==> config.mk <==
export PLATFORM = sky130hd
export DESIGN_NAME = periodic_tick_generator_flat
export DESIGN_NICKNAME = d
export VERILOG_FILES = /design/src/sv/ptg_pkg.sv /design/src/sv/ptg_if.sv /design/src/sv/periodic_tick_generator.sv /design/src/sv/ptg_div.sv /design/src/flat_wrapper.sv
export VERILOG_INCLUDE_DIRS = /design/src /design/src/sv
export SDC_FILE = /design/constraint.sdc
export NUM_CORES = 1
export LEC_CHECK = 0
export BUFFER_PORTS_ARGS = -buffer_cell sky130_fd_sc_hd__buf_2
export CAP_MARGIN = 10
export CORE_UTILIZATION = 40
export CTS_CLUSTER_SIZE = 20
export DETAILED_ROUTE_END_ITERATION = 10
export HOLD_SLACK_MARGIN = 0.1
export PLACE_DENSITY = 0.56
export SETUP_SLACK_MARGIN = 0.3
export SYNTH_ARGS = -nofsm -noshare
export SYNTH_HDL_FRONTEND = slang
export SYNTH_SLANG_ARGS = --single-unit
export TNS_END_PERCENT = 10
==> constraint.sdc <==
create_clock -name clk -period 40.7 [get_ports clk]
set_input_delay 8.14 -clock clk [delete_from_list [all_inputs] [get_ports clk]]
set_output_delay 8.14 -clock clk [all_outputs]
set_load 0.1 [all_outputs]
==> src/sv/periodic_tick_generator_defines.svh <==
// assertion macros for the periodic tick generator
// used by the top level; needs nothing else
`ifndef PERIODIC_TICK_GENERATOR_DEFINES_SVH
`define PERIODIC_TICK_GENERATOR_DEFINES_SVH

// condition holds in the same cycle
`define PTG_ASSERT_NOW(label, clk, rst, cond, msg) \
  label: assert property (@(posedge clk) disable iff (rst) (cond)) else $error(msg);

// antecedent implies consequent in the same cycle
`define PTG_ASSERT_IMP(label, clk, rst, ante, cons, msg) \
  label: assert property (@(posedge clk) disable iff (rst) (ante) |-> (cons)) \
    else $error(msg);

// antecedent implies consequent in the next cycle
`define PTG_ASSERT_NEXT(label, clk, rst, ante, cons, msg) \
  label: assert property (@(posedge clk) disable iff (rst) (ante) |=> (cons)) \
    else $error(msg);

`endif

==> src/sv/ptg_pkg.sv <==
// shared types and constants for the periodic tick generator
// no dependencies
package ptg_pkg;

  localparam int unsigned CMD_W   = 2;
  localparam int unsigned TIME_W  = 64;
  localparam int unsigned FREQ_W  = 20;
  localparam int unsigned PER_W   = 30;
  localparam int unsigned ITER_W  = 5;

  localparam logic [CMD_W-1:0] CMD_CHECK  = 2'd0;
  localparam logic [CMD_W-1:0] CMD_CHANGE = 2'd1;
  localparam logic [CMD_W-1:0] CMD_START  = 2'd2;

  localparam logic [PER_W-1:0]  NS_PER_SECOND = 30'd1_000_000_000;
  localparam logic [ITER_W-1:0] DIV_STEPS     = 5'd30;

  typedef struct packed {
    logic              start;
    logic [FREQ_W-1:0] divisor;
  } div_req_t;

  typedef struct packed {
    logic             done;
    logic [PER_W-1:0] quotient;
  } div_rsp_t;

endpackage

==> src/sv/ptg_if.sv <==
// valid/ready channel interfaces for the periodic tick generator
// depends on ptg_pkg
interface ptg_in_if import ptg_pkg::*; ();
  logic              valid;
  logic              ready;
  logic [CMD_W-1:0]  command;
  logic [TIME_W-1:0] now_ns;
  logic [FREQ_W-1:0] new_frequency;

  modport source (output valid, output command, output now_ns, output new_frequency,
                  input ready);
  modport sink (input valid, input command, input now_ns, input new_frequency,
                output ready);
endinterface

interface ptg_out_if;
  logic valid;
  logic ready;
  logic tick_due;

  modport source (output valid, output tick_due, input ready);
  modport sink (input valid, input tick_due, output ready);
endinterface

==> src/sv/periodic_tick_generator.sv <==
// periodic tick generator, top level; depends on ptg_pkg, ptg_if, ptg_div
// and periodic_tick_generator_defines.svh
//
// req carries one item per command: check (compare the time since the last
// tick with the period less the carried overshoot), change (request a new
// frequency) or start (load the period from the requested frequency and
// record now_ns). rsp returns exactly one item per request item, tick_due high
// when a check fires. Change and unused commands go straight to the done
// state; a check passes the threshold and fire states first. A start runs
// the shared restoring divider to load the period; so does a check that
// applies a pending frequency change.
// One item is worked on at a time; req is ready again once the result has
// moved into the output register.
// Reset clears all timer state: period, overshoot, frequencies, count, time.
// When the receiver stalls, the finished result holds in the output register;
// one more item may be accepted and worked on, and it waits for that register
// to free before it completes.
`include "periodic_tick_generator_defines.svh"

module periodic_tick_generator import ptg_pkg::*; (
  input logic       clk,
  input logic       rst,
  ptg_in_if.sink    req,
  ptg_out_if.source rsp
);

  localparam logic [2:0] S_IDLE   = 3'd0;
  localparam logic [2:0] S_THRESH = 3'd1;
  localparam logic [2:0] S_FIRE   = 3'd2;
  localparam logic [2:0] S_DIV    = 3'd3;
  localparam logic [2:0] S_DONE   = 3'd4;

  logic [2:0]        state;
  logic [PER_W-1:0]  period_ns;
  logic [TIME_W-1:0] overshoot_ns;
  logic [FREQ_W-1:0] requested_frequency;
  logic [FREQ_W-1:0] active_frequency;
  logic              change_pending;
  logic [FREQ_W-1:0] tick_count;
  logic [TIME_W-1:0] last_time_ns;
  logic [TIME_W-1:0] now_q;
  logic [TIME_W-1:0] threshold;
  logic [TIME_W-1:0] elapsed;
  logic              result;
  logic              out_valid;
  logic              tick_hold;

  logic              accept;
  logic [TIME_W-1:0] period_ext;
  logic [TIME_W:0]   diff;
  logic              fire;
  logic [FREQ_W:0]   count_inc;
  logic [FREQ_W-1:0] tick_count_next;
  logic              apply_change;
  logic              out_free;
  div_req_t          div_req;
  div_rsp_t          div_rsp;

  assign accept     = req.valid && req.ready;
  assign req.ready  = (state == S_IDLE);
  assign period_ext = {{(TIME_W-PER_W){1'b0}}, period_ns};
  assign diff       = {1'b0, elapsed} - {1'b0, threshold};
  assign fire       = (period_ns == '0) || (!diff[TIME_W] && (diff[TIME_W-1:0] != '0));
  assign count_inc  = {1'b0, tick_count} + (FREQ_W+1)'(1);

  // count stays below the active frequency, so the wrap is one compare
  always_comb begin
    if (active_frequency == '0) begin
      tick_count_next = '0;
    end else if (count_inc == {1'b0, active_frequency}) begin
      tick_count_next = '0;
    end else begin
      tick_count_next = count_inc[FREQ_W-1:0];
    end
  end

  assign apply_change    = change_pending && (tick_count_next == '0);
  assign out_free        = !out_valid || rsp.ready;
  assign div_req.divisor = requested_frequency;
  assign div_req.start   = (accept && (req.command == CMD_START))
                         || ((state == S_FIRE) && fire && apply_change);

  ptg_div u_div (
    .clk (clk),
    .rst (rst),
    .req (div_req),
    .rsp (div_rsp)
  );

  always_ff @(posedge clk) begin
    if (rst) begin
      state               <= S_IDLE;
      period_ns           <= '0;
      overshoot_ns        <= '0;
      requested_frequency <= '0;
      active_frequency    <= '0;
      change_pending      <= 1'b0;
      tick_count          <= '0;
      last_time_ns        <= '0;
      result              <= 1'b0;
    end else begin
      unique case (state)
        S_IDLE: begin
          if (accept) begin
            now_q  <= req.now_ns;
            result <= 1'b0;
            unique case (req.command)
              CMD_CHECK: begin
                state <= S_THRESH;
              end
              CMD_CHANGE: begin
                requested_frequency <= req.new_frequency;
                change_pending      <= 1'b1;
                state               <= S_DONE;
              end
              CMD_START: begin
                overshoot_ns     <= '0;
                change_pending   <= 1'b0;
                active_frequency <= requested_frequency;
                tick_count       <= '0;
                last_time_ns     <= req.now_ns;
                state            <= S_DIV;
              end
              default: begin
                state <= S_DONE;
              end
            endcase
          end
        end
        S_THRESH: begin
          threshold <= (period_ext <= overshoot_ns) ? '0 : (period_ext - overshoot_ns);
          elapsed   <= now_q - last_time_ns;
          state     <= S_FIRE;
        end
        S_FIRE: begin
          result <= fire;
          state  <= (fire && apply_change) ? S_DIV : S_DONE;
          if (fire) begin
            tick_count   <= tick_count_next;
            last_time_ns <= now_q;
            if (apply_change) begin
              change_pending   <= 1'b0;
              overshoot_ns     <= '0;
              active_frequency <= requested_frequency;
            end else if (period_ns == '0) begin
              overshoot_ns <= '0;
            end else begin
              overshoot_ns <= diff[TIME_W-1:0];
            end
          end
        end
        S_DIV: begin
          if (div_rsp.done) begin
            period_ns <= div_rsp.quotient;
            state     <= S_DONE;
          end
        end
        S_DONE: begin
          if (out_free) begin
            state <= S_IDLE;
          end
        end
        default: begin
          state <= S_IDLE;
        end
      endcase
    end
  end

  always_ff @(posedge clk) begin
    if (rst) begin
      out_valid <= 1'b0;
    end else if ((state == S_DONE) && out_free) begin
      out_valid <= 1'b1;
    end else if (rsp.ready) begin
      out_valid <= 1'b0;
    end
  end

  always_ff @(posedge clk) begin
    if ((state == S_DONE) && out_free) begin
      tick_hold <= result;
    end
  end

  assign rsp.valid    = out_valid;
  assign rsp.tick_due = tick_hold;

  `PTG_ASSERT_IMP(a_div_done_in_div, clk, rst, div_rsp.done, state == S_DIV, "divider done outside wait")
  `PTG_ASSERT_NOW(a_count_below_freq, clk, rst, (active_frequency == '0) ? (tick_count == '0) : (tick_count < active_frequency), "tick count out of range")
  `PTG_ASSERT_NEXT(a_start_divides, clk, rst, accept && (req.command == CMD_START), state == S_DIV, "start did not launch divider")
  `PTG_ASSERT_NEXT(a_result_held, clk, rst, out_valid && !rsp.ready, out_valid && $stable(tick_hold), "stalled result changed")

endmodule

==> src/sv/ptg_div.sv <==
// restoring divider: one second in ns divided by a frequency, one bit per cycle
// depends on ptg_pkg
module ptg_div import ptg_pkg::*; (
  input  logic     clk,
  input  logic     rst,
  input  div_req_t req,
  output div_rsp_t rsp
);

  logic              busy;
  logic              done;
  logic [ITER_W-1:0] count;
  logic [FREQ_W:0]   rem;
  logic [PER_W-1:0]  quo;
  logic [FREQ_W-1:0] dvs;
  logic [FREQ_W:0]   shifted;
  logic [FREQ_W:0]   trial;
  logic              fits;

  assign shifted = {rem[FREQ_W-1:0], quo[PER_W-1]};
  assign trial   = shifted - {1'b0, dvs};
  assign fits    = shifted >= {1'b0, dvs};

  always_ff @(posedge clk) begin
    if (rst) begin
      busy  <= 1'b0;
      done  <= 1'b0;
      count <= '0;
    end else begin
      done <= busy && (count == ITER_W'(1));
      if (req.start) begin
        busy  <= 1'b1;
        count <= DIV_STEPS;
      end else if (busy) begin
        count <= count - ITER_W'(1);
        if (count == ITER_W'(1)) begin
          busy <= 1'b0;
        end
      end
    end
  end

  always_ff @(posedge clk) begin
    if (req.start) begin
      rem <= '0;
      quo <= NS_PER_SECOND;
      dvs <= req.divisor;
    end else if (busy) begin
      rem <= fits ? trial : shifted;
      quo <= {quo[PER_W-2:0], fits};
    end
  end

  // zero frequency means zero period
  assign rsp.done     = done;
  assign rsp.quotient = (dvs == '0) ? '0 : quo;

endmodule
==> src/flat_wrapper.sv <==
// flat-port wrapper written by rule: the top's interface ports become plain ports
module periodic_tick_generator_flat import ptg_pkg::*;
  (clk, rst, req_valid, req_command, req_now_ns, req_new_frequency, req_ready, rsp_valid, rsp_tick_due, rsp_ready);
  ptg_in_if req_i ();
  ptg_out_if rsp_i ();
  input logic clk;
  input logic rst;
  input wire logic [$bits(req_i.valid)-1:0] req_valid;
  input wire logic [$bits(req_i.command)-1:0] req_command;
  input wire logic [$bits(req_i.now_ns)-1:0] req_now_ns;
  input wire logic [$bits(req_i.new_frequency)-1:0] req_new_frequency;
  output wire logic [$bits(req_i.ready)-1:0] req_ready;
  output wire logic [$bits(rsp_i.valid)-1:0] rsp_valid;
  output wire logic [$bits(rsp_i.tick_due)-1:0] rsp_tick_due;
  input wire logic [$bits(rsp_i.ready)-1:0] rsp_ready;
  assign req_i.valid = req_valid;
  assign req_i.command = req_command;
  assign req_i.now_ns = req_now_ns;
  assign req_i.new_frequency = req_new_frequency;
  assign req_ready = req_i.ready;
  assign rsp_valid = rsp_i.valid;
  assign rsp_tick_due = rsp_i.tick_due;
  assign rsp_i.ready = rsp_ready;
  periodic_tick_generator u_core (.clk(clk), .rst(rst), .req(req_i), .rsp(rsp_i));
endmodule
# After elaboration in Yosys (flattened, before gate mapping)
# Index checks and enable logic that the tools add are counted.
# classes
addsub	6
order_cmp	2
eq_ne	15
n_mux	43
n_bitwise	1
n_reduce_logical	34
# ops
operator	count
$mux 64	8
$pmux 64 s2	2
$mux 20	10
$pmux 20 s2	2
$sub 64x64->65	1
$le 30x64->1	1
$reduce_bool 64->1	1
$sub 30x64->64	1
$sub 64x64->64	1
$logic_not 20->1	3
$logic_not 30->1	1
$mux 30	1
$add 20x1->21 const B	1
$eq 21x20->1	1
$ge 21x20->1	1
$sub 20x20->20	1
$pmux 3 s5	1
$mux 3	4
$mux 5	2
$reduce_and 5->1	2
$logic_and 1x1->1	9
$mux 1	9
$reduce_and 3->1	3
$eq 3x2->1 const B	2
other kinds (20)	33
# totals
register_bits	494
inputBits	90
elab_cells	122

# Depth between registers and ports, before layout
# Gate-level depths: netlist (run 1).
# logic_depth
depth_word	9
mapped_depth	20

# Cells and area by module
# From an unflattened synthesis (run 1), not the netlist that was laid out.
# hier_totals
hier_cells	3508
hier_area_um2	31162.4
# by_module_without_submodules
module	instances	cells_each	area_each_um2
periodic_tick_generator	1	3047	26864.5
ptg_div	1	461	4297.9

# Worst setup path before layout (run 1)
# OpenSTA, ideal clock, no wires.
# synth_timing
kind	input-to-reg
start	input port rst
end	register u_core.elapsed[0], enable pin
arrival_time_ps	21596
t_required_ps	39725
path_slack_ps	18129
path_stages	3
path_buffers	2
cell_sequence	clkbuf_1 -> clkbuf_1 -> nor4b_1
# synth_via
elab_chain_cells	2
# synth_lines
element	line_no	rtl
start, declared	flat_wrapper.sv:7	input logic rst;
$not 1->1 (no line)	-	
$reduce_and 2->1 (no line)	-	
end signal, assigned	periodic_tick_generator.sv:132	elapsed <= now_q - last_time_ns;
end, declared	periodic_tick_generator.sv:43	logic [TIME_W-1:0] elapsed;
# Every way passes these cells.
# A chain may end at the register's enable or synchronous reset.

# Final worst setup path (run 1)
# layout_timing
start	input port req_command[0]
end	register u_core.last_time_ns[10]
# layout_via
elab_chain_cells	3
# layout_lines
element	line_no	rtl
start, declared	flat_wrapper.sv:9	input wire logic [$bits(req_i.command)-1:0] req_command;
$eq 2x2->1	periodic_tick_generator.sv:107	unique case (req.command)
$ne 2x2->1 (no line)	-	
$reduce_and 4->1 (no line)	-	
end signal, assigned	periodic_tick_generator.sv:121	last_time_ns <= req.now_ns;
end signal, assigned	periodic_tick_generator.sv:140	last_time_ns <= now_q;
end, declared	periodic_tick_generator.sv:40	logic [TIME_W-1:0] last_time_ns;
# Every way passes these cells.

==> reports/summary.txt, run 1 <==
top post-synthesis cells by area - edfxtp_1 21%, dfxtp_1 19%, ha_1 7.6%
Leak - 0.0127 µW
fin. max-slew vios - 0
global placer's final weighted congestion - 0.909
layout cell share with drive strength beyond 1 - 7.32%
post-CTS resize count - 0
Via-to-Cell Ratio - 5.56
worst-skew pair later-pin latency - 620 ps
CP Launch Type - input pin
Antenna Nets Post-Route - 0
antenna diode count - 0
CTS sink count - 494
clock tree from TritonCTS - yes
CTS Buf Count - 57
Max Cap Viol - 0
Hold Buf Count CTS - 0
largest net degree at the start of global routing - 94
M1 GR Usage - 28.6%
setup TNS - 0 ps
outcome - finished, final reports clean
Synth cell types - 94
maximum vdd drop - 0.0308 mV
CTS HTree Levels - 2
Hold WC Path Type - flip-flop to flip-flop
FMAX - 93.4 MHz
period utilisation layout - 26.3%
CTS root buffer - clkbuf_16
number of port buffers - 92
critical path arrival - 11230 ps
postcts setup bufs - 0
antenna violations before repair - 1
Mapped Area - 30300 µm²
ys async rst share - 0%
vias in the first global route - 23200
PwrDens - 41.7 nW/µm²
path type of the worst setup path - input pin to flip-flop
Hold Slack - 436 ps
Starting Density - 40.6%
global-route wire length before repair - 127000 µm
Avg WL per Cell - 17.9 µm
Yosys warning total - 0
Post-synth EDFFs - 213
Commonest cells post-synth - 293 x nand2_1, 281 x dfxtp_1, 262 x nor2_1
Core Region - 74700 µm²
clock-pin transition on the worst setup and hold timing paths - 60 ps
fin nets - 3719
# rows - 100
top-count cell post-synth - nand2_1
synthesis-stage register bit count - 494
DRT iter0 DRCs - 1938
DIE WIDTH - 277 µm
all-layer global routing usage - 20.3%
min cycle time layout - 10710 ps
Final Setup Violations - 0
CP required - 41220 ps
Layout Skew - 16.7 ps
vias - 24700
Slew @ Worst Pin - 1120 ps
Post-DP HPWL - 59000 µm
dpl cell area - 31500 µm²
cell accounting for the most synthesized area - edfxtp_1
GRT Max-Usage Layer - met2
met3 usage - 2.11%
# fillers - 7369
Total Routed Length - 79500 µm
Die Y - 277 µm
Core Util, Final - 44.6%
# IOs - 93
GRT overflow - 0
Yosys top cell area share - 21.1%
final instance area - 33400 µm²
area grow syn2layout - 9.94%
Final Hold Fails - 0
area of the multi-input gates - 16800 µm²
register area share after synthesis - 39.6%
Bufs on Longest Clock Path - 3
global-route met2 utilization - 33.1%
dominant synthesized flop cell - dfxtp_1
Rel. slew slack - 24.7%
register area - 12000 µm²
overall power - 1390 µW
first drt pass iteration count - 6
CP Max Fanout - 93
DRC - 0
syn_area_per_cell - 8.85 µm²
RSZ-0062 raised after global routing - no
cells after synthesis - 3429
crit end category - flip-flop
die area - 77000 µm²
[placed cells by master, fill, tap and decap left out, types with 17 or more instances in the layout]
cell type and count:
buf_4 22, and4_1 23, clkbuf_16 57, xnor2_1 93
o31ai_1 54, o21ai_0 146, o21bai_1 22, o21a_1 32
nor2_1 261, a22oi_1 39, nand2_1 292, ha_1 184
dfxtp_1 280, a21oi_1 223, a211oi_1 154, conb_1 17
nor2b_1 34, a21o_1 85, nor4_1 34, nand4_1 58
buf_2 91, mux2i_1 64, nor3_1 60, edfxtp_1 213
nand2b_1 25, and3_1 31, inv_1 242, or3_1 23
a31oi_1 22, clkbuf_1 19, o211ai_1 18, nand3_1 149
xor2_1 74, and2_1 84
[metrics by stage]
step,setup WS [ps],std cells
after floorplan,18130,3445
after global placement,29420,4351
after detailed placement,29350,4351
after CTS,30020,4454
after global routing,29730,4454
final,29990,4454
[worst max-delay path, stage by stage]
cell and delay, ps:
buf_2 90, inv_1 50, ha_1 290, a21oi_1 200, a2111oi_0 90, a21bo_4 400
buf_4 730, buf_4 740, a211oi_1 100, a211oi_1 250
[kinds of logic after synthesis]
| family | Yosys count | synth area share [%] |
|---|---|---|
| and+or+nand+nor | 1140 | 18.7 |
| xor gates and xnor gates | 167 | 4.82 |
| other | 1 | 0.0124 |
| DFF | 494 | 39.6 |
| AOI/OAI and AO/OA | 954 | 21.3 |
| buffers and inverters | 420 | 5.56 |
| adders and majority gates | 188 | 7.85 |
| muxes | 65 | 2.15 |
[routing by layer]
layer / part of all wire, % / vias to the layer above
met5: 0 / -
met4: 1.8 / 0
met3: 4.1 / 99
met2: 46 / 496
met1: 48 / 11600
li1: - / 12600
[sequential cells by signal, indices dropped and copies added (netlist names), 3 cells and up]
| name | count |
|---|---|
| u_core.active_frequency | 20 |
| u_core.elapsed | 64 |
| u_core.last_time_ns | 64 |
| u_core.now_q | 64 |
| u_core.overshoot_ns | 64 |
| u_core.period_ns | 30 |
| u_core.requested_frequency | 20 |
| u_core.state | 3 |
| u_core.threshold | 64 |
| u_core.tick_count | 20 |
| u_core.u_div.count | 5 |
| u_core.u_div.dvs | 20 |
| u_core.u_div.quo | 30 |
| u_core.u_div.rem | 20 |
[power breakdown]
group	internal, µW	switching (µW)
Combinational	121	176
Sequential	563	29.0
Clock	298	204
Total	982	409
[layout make-up]
type                       instances  share of cell area, %
clock buffer                      88                   4.99
inverter                         244                   2.75
clock inverter                    15                  0.488
tap                              969                   3.64
sequential                       494                   36.1
timing repair buffer             113                   1.86
multi-input combinational       2531                   50.2
[worst paths after layout]
path                            slack [ps]               from                       to  depth (start not counted)
worst max register to register       33620  u_core.elapsed[0]  u_core.last_time_ns[10]                         18
worst max-delay path                 29990     req_command[0]  u_core.last_time_ns[10]                         10
worst min register to register         440      u_core.result      u_core.rsp.tick_due                          0
worst min-delay path                   440      u_core.result      u_core.rsp.tick_due                          0
Note: power is estimated with default switching activity, not from simulation.
==> run 2, diff against run 1 <==
- clock period: 40.7 -> 10.4 ns (I/O delays scaled with it)
==> reports/summary.txt, run 2 (synthesis gave the netlist of run 1 again) <==
Hold Buf Count CTS - 0 (unchanged)
slowest cell delay on critical path - 760 ps (+20 ps)
DRC - 0 (unchanged)
Core Region - 74700 µm² (unchanged)
# rows - 100 (unchanged)
Post-DP HPWL - 59400 µm (+0.58%)
Slew @ Worst Pin - 1050 ps (-70.7 ps)
Crit-path slowest cell - o311ai_0
Final Hold Fails - 0 (unchanged)
Max Cap Viol - 0 (unchanged)
Antenna Nets Post-Route - 0 (unchanged)
CTS root buffer - clkbuf_16
layout cell share with drive strength beyond 1 - 7.64% (+0.32 points)
placed insts - 4352 (+0.023%)
Final Setup Violations - 0 (unchanged)
outcome - finished, final reports clean
largest net degree at the start of global routing - 78 (-17%)
Layout Skew - 19.7 ps (+3.01 ps)
area grow syn2layout - 10.5%
Internal - 3940 µW (+300%)
final cell count without fillers - 4464 (+0.22%)
DRT iter0 DRCs - 1786 (-7.8%)
Via-to-Cell Ratio - 5.58 (+0.41%)
number of port buffers - 92 (unchanged)
GRT overflow - 0 (unchanged)
CP Launch Type - flip-flop
die area - 77000 µm² (unchanged)
commonest non-fill, non-tap cell in the layout - nand2_1
Comb pwr share - 20.9% (-0.5 points)
path type of the worst setup path - flip-flop to flip-flop
global placer's final weighted congestion - 0.922 (+1.4%)
Leak - 0.0128 µW (+0.79%)
Sequential Power Share - 41.3% (-1.2 points)
clock share of power - 37.8% (+1.7 points)
Hold Slack - 429 ps (-6.92 ps)
min cycle time layout - 6390 ps
Bufs on Longest Clock Path - 3 (unchanged)
Core Util, Final - 44.9% (+0.24 points)
first drt pass iteration count - 5 (-1)
# IOs - 93 (unchanged)
Total Routed Length - 81100 µm (+1.9%)
clock tree from TritonCTS - yes
all-layer global routing usage - 20.8% (+0.53 points)
setup TNS - 0 ps (unchanged)
clock-pin transition on the worst setup and hold timing paths - 60 ps (about the same)
CP Cell Sequence - inv_1 > ha_1 > fa_1 > and2b_1 > o211ai_4 > nand4_1 > a21boi_1 > nor2_1 > o311ai_0 > o311ai_0 > nor4_1 > and4b_1 > and4b_1 > a21bo_4 > buf_4 > and2_1 > mux2_2
period utilisation layout - 61.5%
Buf/Inv on CP - 2 (-2)
final instance area - 33500 µm² (+0.55%)
Die Y - 277 µm (unchanged)
worst-skew pair later-pin latency - 630 ps (about the same)
commonest non-fill, non-tap cells in the layout - 292 x nand2_1, 280 x dfxtp_1, 261 x nor2_1, 242 x inv_1, 223 x a21oi_1
crit end category - flip-flop
fin. max-slew vios - 0 (unchanged)
DIE WIDTH - 277 µm (unchanged)
Avg WL per Cell - 18.2 µm (+1.7%)
Starting Density - 40.6% (unchanged)
post-CTS resize count - 0 (unchanged)
fin nets - 3722 (+0.081%)
CP Max Fanout - 72 (-23%)
antenna violations before repair - 4 (+3)
global-route wire length before repair - 130000 µm (+1.8%)
CTS HTree Levels - 2 (unchanged)
antenna diode count - 0 (unchanged)
critical path arrival - 6950 ps (-4280 ps)
CP required - 10960 ps (-30260 ps)
vias in the first global route - 23400 (+0.88%)
maximum vdd drop - 0.147 mV (+380%)
Sw Ratio - 29.7% (+0.31 points)
PwrDens - 167 nW/µm² (+300%)
P_sw - 1670 µW (+310%)
FMAX - 156 MHz
vias - 24900 (+0.63%)
Hold WC Path Type - flip-flop to flip-flop
CP delay by family, top - compound AO/OA/AOI/OAI gates
dpl cell area - 31500 µm² (about the same)
Rel. slew slack - 30.2% (+5.5 points)
RSZ-0062 raised after global routing - no
CTS Buf Count - 59 (+3.5%)
CTS sink count - 494 (unchanged)
postcts setup bufs - 0 (unchanged)
==> run 2: cell types whose count changed in the layout (fill, tap and decap cells not counted), sizes merged <==
cell and delta:
clkinvlp -2, clkbuf -5, buf +1, clkinv +12
inv +2, bufinv +2
==> run 2: worst reg2reg max path, cell delays in order, from the launching register on <==
cell      delay [ps]
edfxtp_1         370
inv_1             90
ha_1             160
fa_1             210
and2b_1          260
o211ai_4         240
nand4_1          210
a21boi_1         520
nor2_1           150
o311ai_0         760
o311ai_0         340
nor4_1           550
and4b_1          270
and4b_1          280
a21bo_4          660
buf_4            700
and2_1           380
mux2_2           190
==> run 2: power groups by stage <==
stage / registers, µW / logic [µW] / clock network (µW)
floorplan: 2320 / 928 / 0
global placement: 2360 / 1160 / 0
detailed placement: 2360 / 1170 / 0
CTS: 2320 / 1180 / 2170
global route: 2340 / 1320 / 2250
finish: 2310 / 1170 / 2120
==> run 2: path summary, 6_finish.rpt <==
check / start / to / slack (ps) / cells after the start
min: u_core.result / u_core.rsp.tick_due / 430 / 0
min reg2reg: u_core.result / u_core.rsp.tick_due / 430 / 0
max reg2reg: u_core.elapsed[0] / u_core.tick_count[0] / 4010 / 17
max: u_core.elapsed[0] / u_core.tick_count[0] / 4010 / 17
==> run 2: stage by stage <==
| step | power (µW) | worst slack, ps |
|---|---|---|
| after floorplan | 3250 | 361 |
| after global placement | 3520 | 4220 |
| after detailed placement | 3530 | 4080 |
| after CTS | 5670 | 4070 |
| after global routing | 5900 | 3570 |
| final | 5600 | 4010 |
==> run 2: area by class of cell <==
type,instances,area (µm²)
inverters,244,917
well taps,969,1210
flip-flops and latches,494,12000
repair buffers,114,628
clock buffers,83,1690
fillers,7326,41200
clock inverters,29,299
multi-input cells,2531,16800
==> run 2: metal layers <==
metal  wire length, µm  global-route usage, %  part of all wire [%]  up-vias
li1                  -                      -                     -    12600
met1             38800                   28.8                    48    11700
met2             36900                   33.8                    46      476
met3              3330                   2.72                   4.1      112
met4              1990                   5.71                   2.5        2
met5                 9                      0                 0.011        -
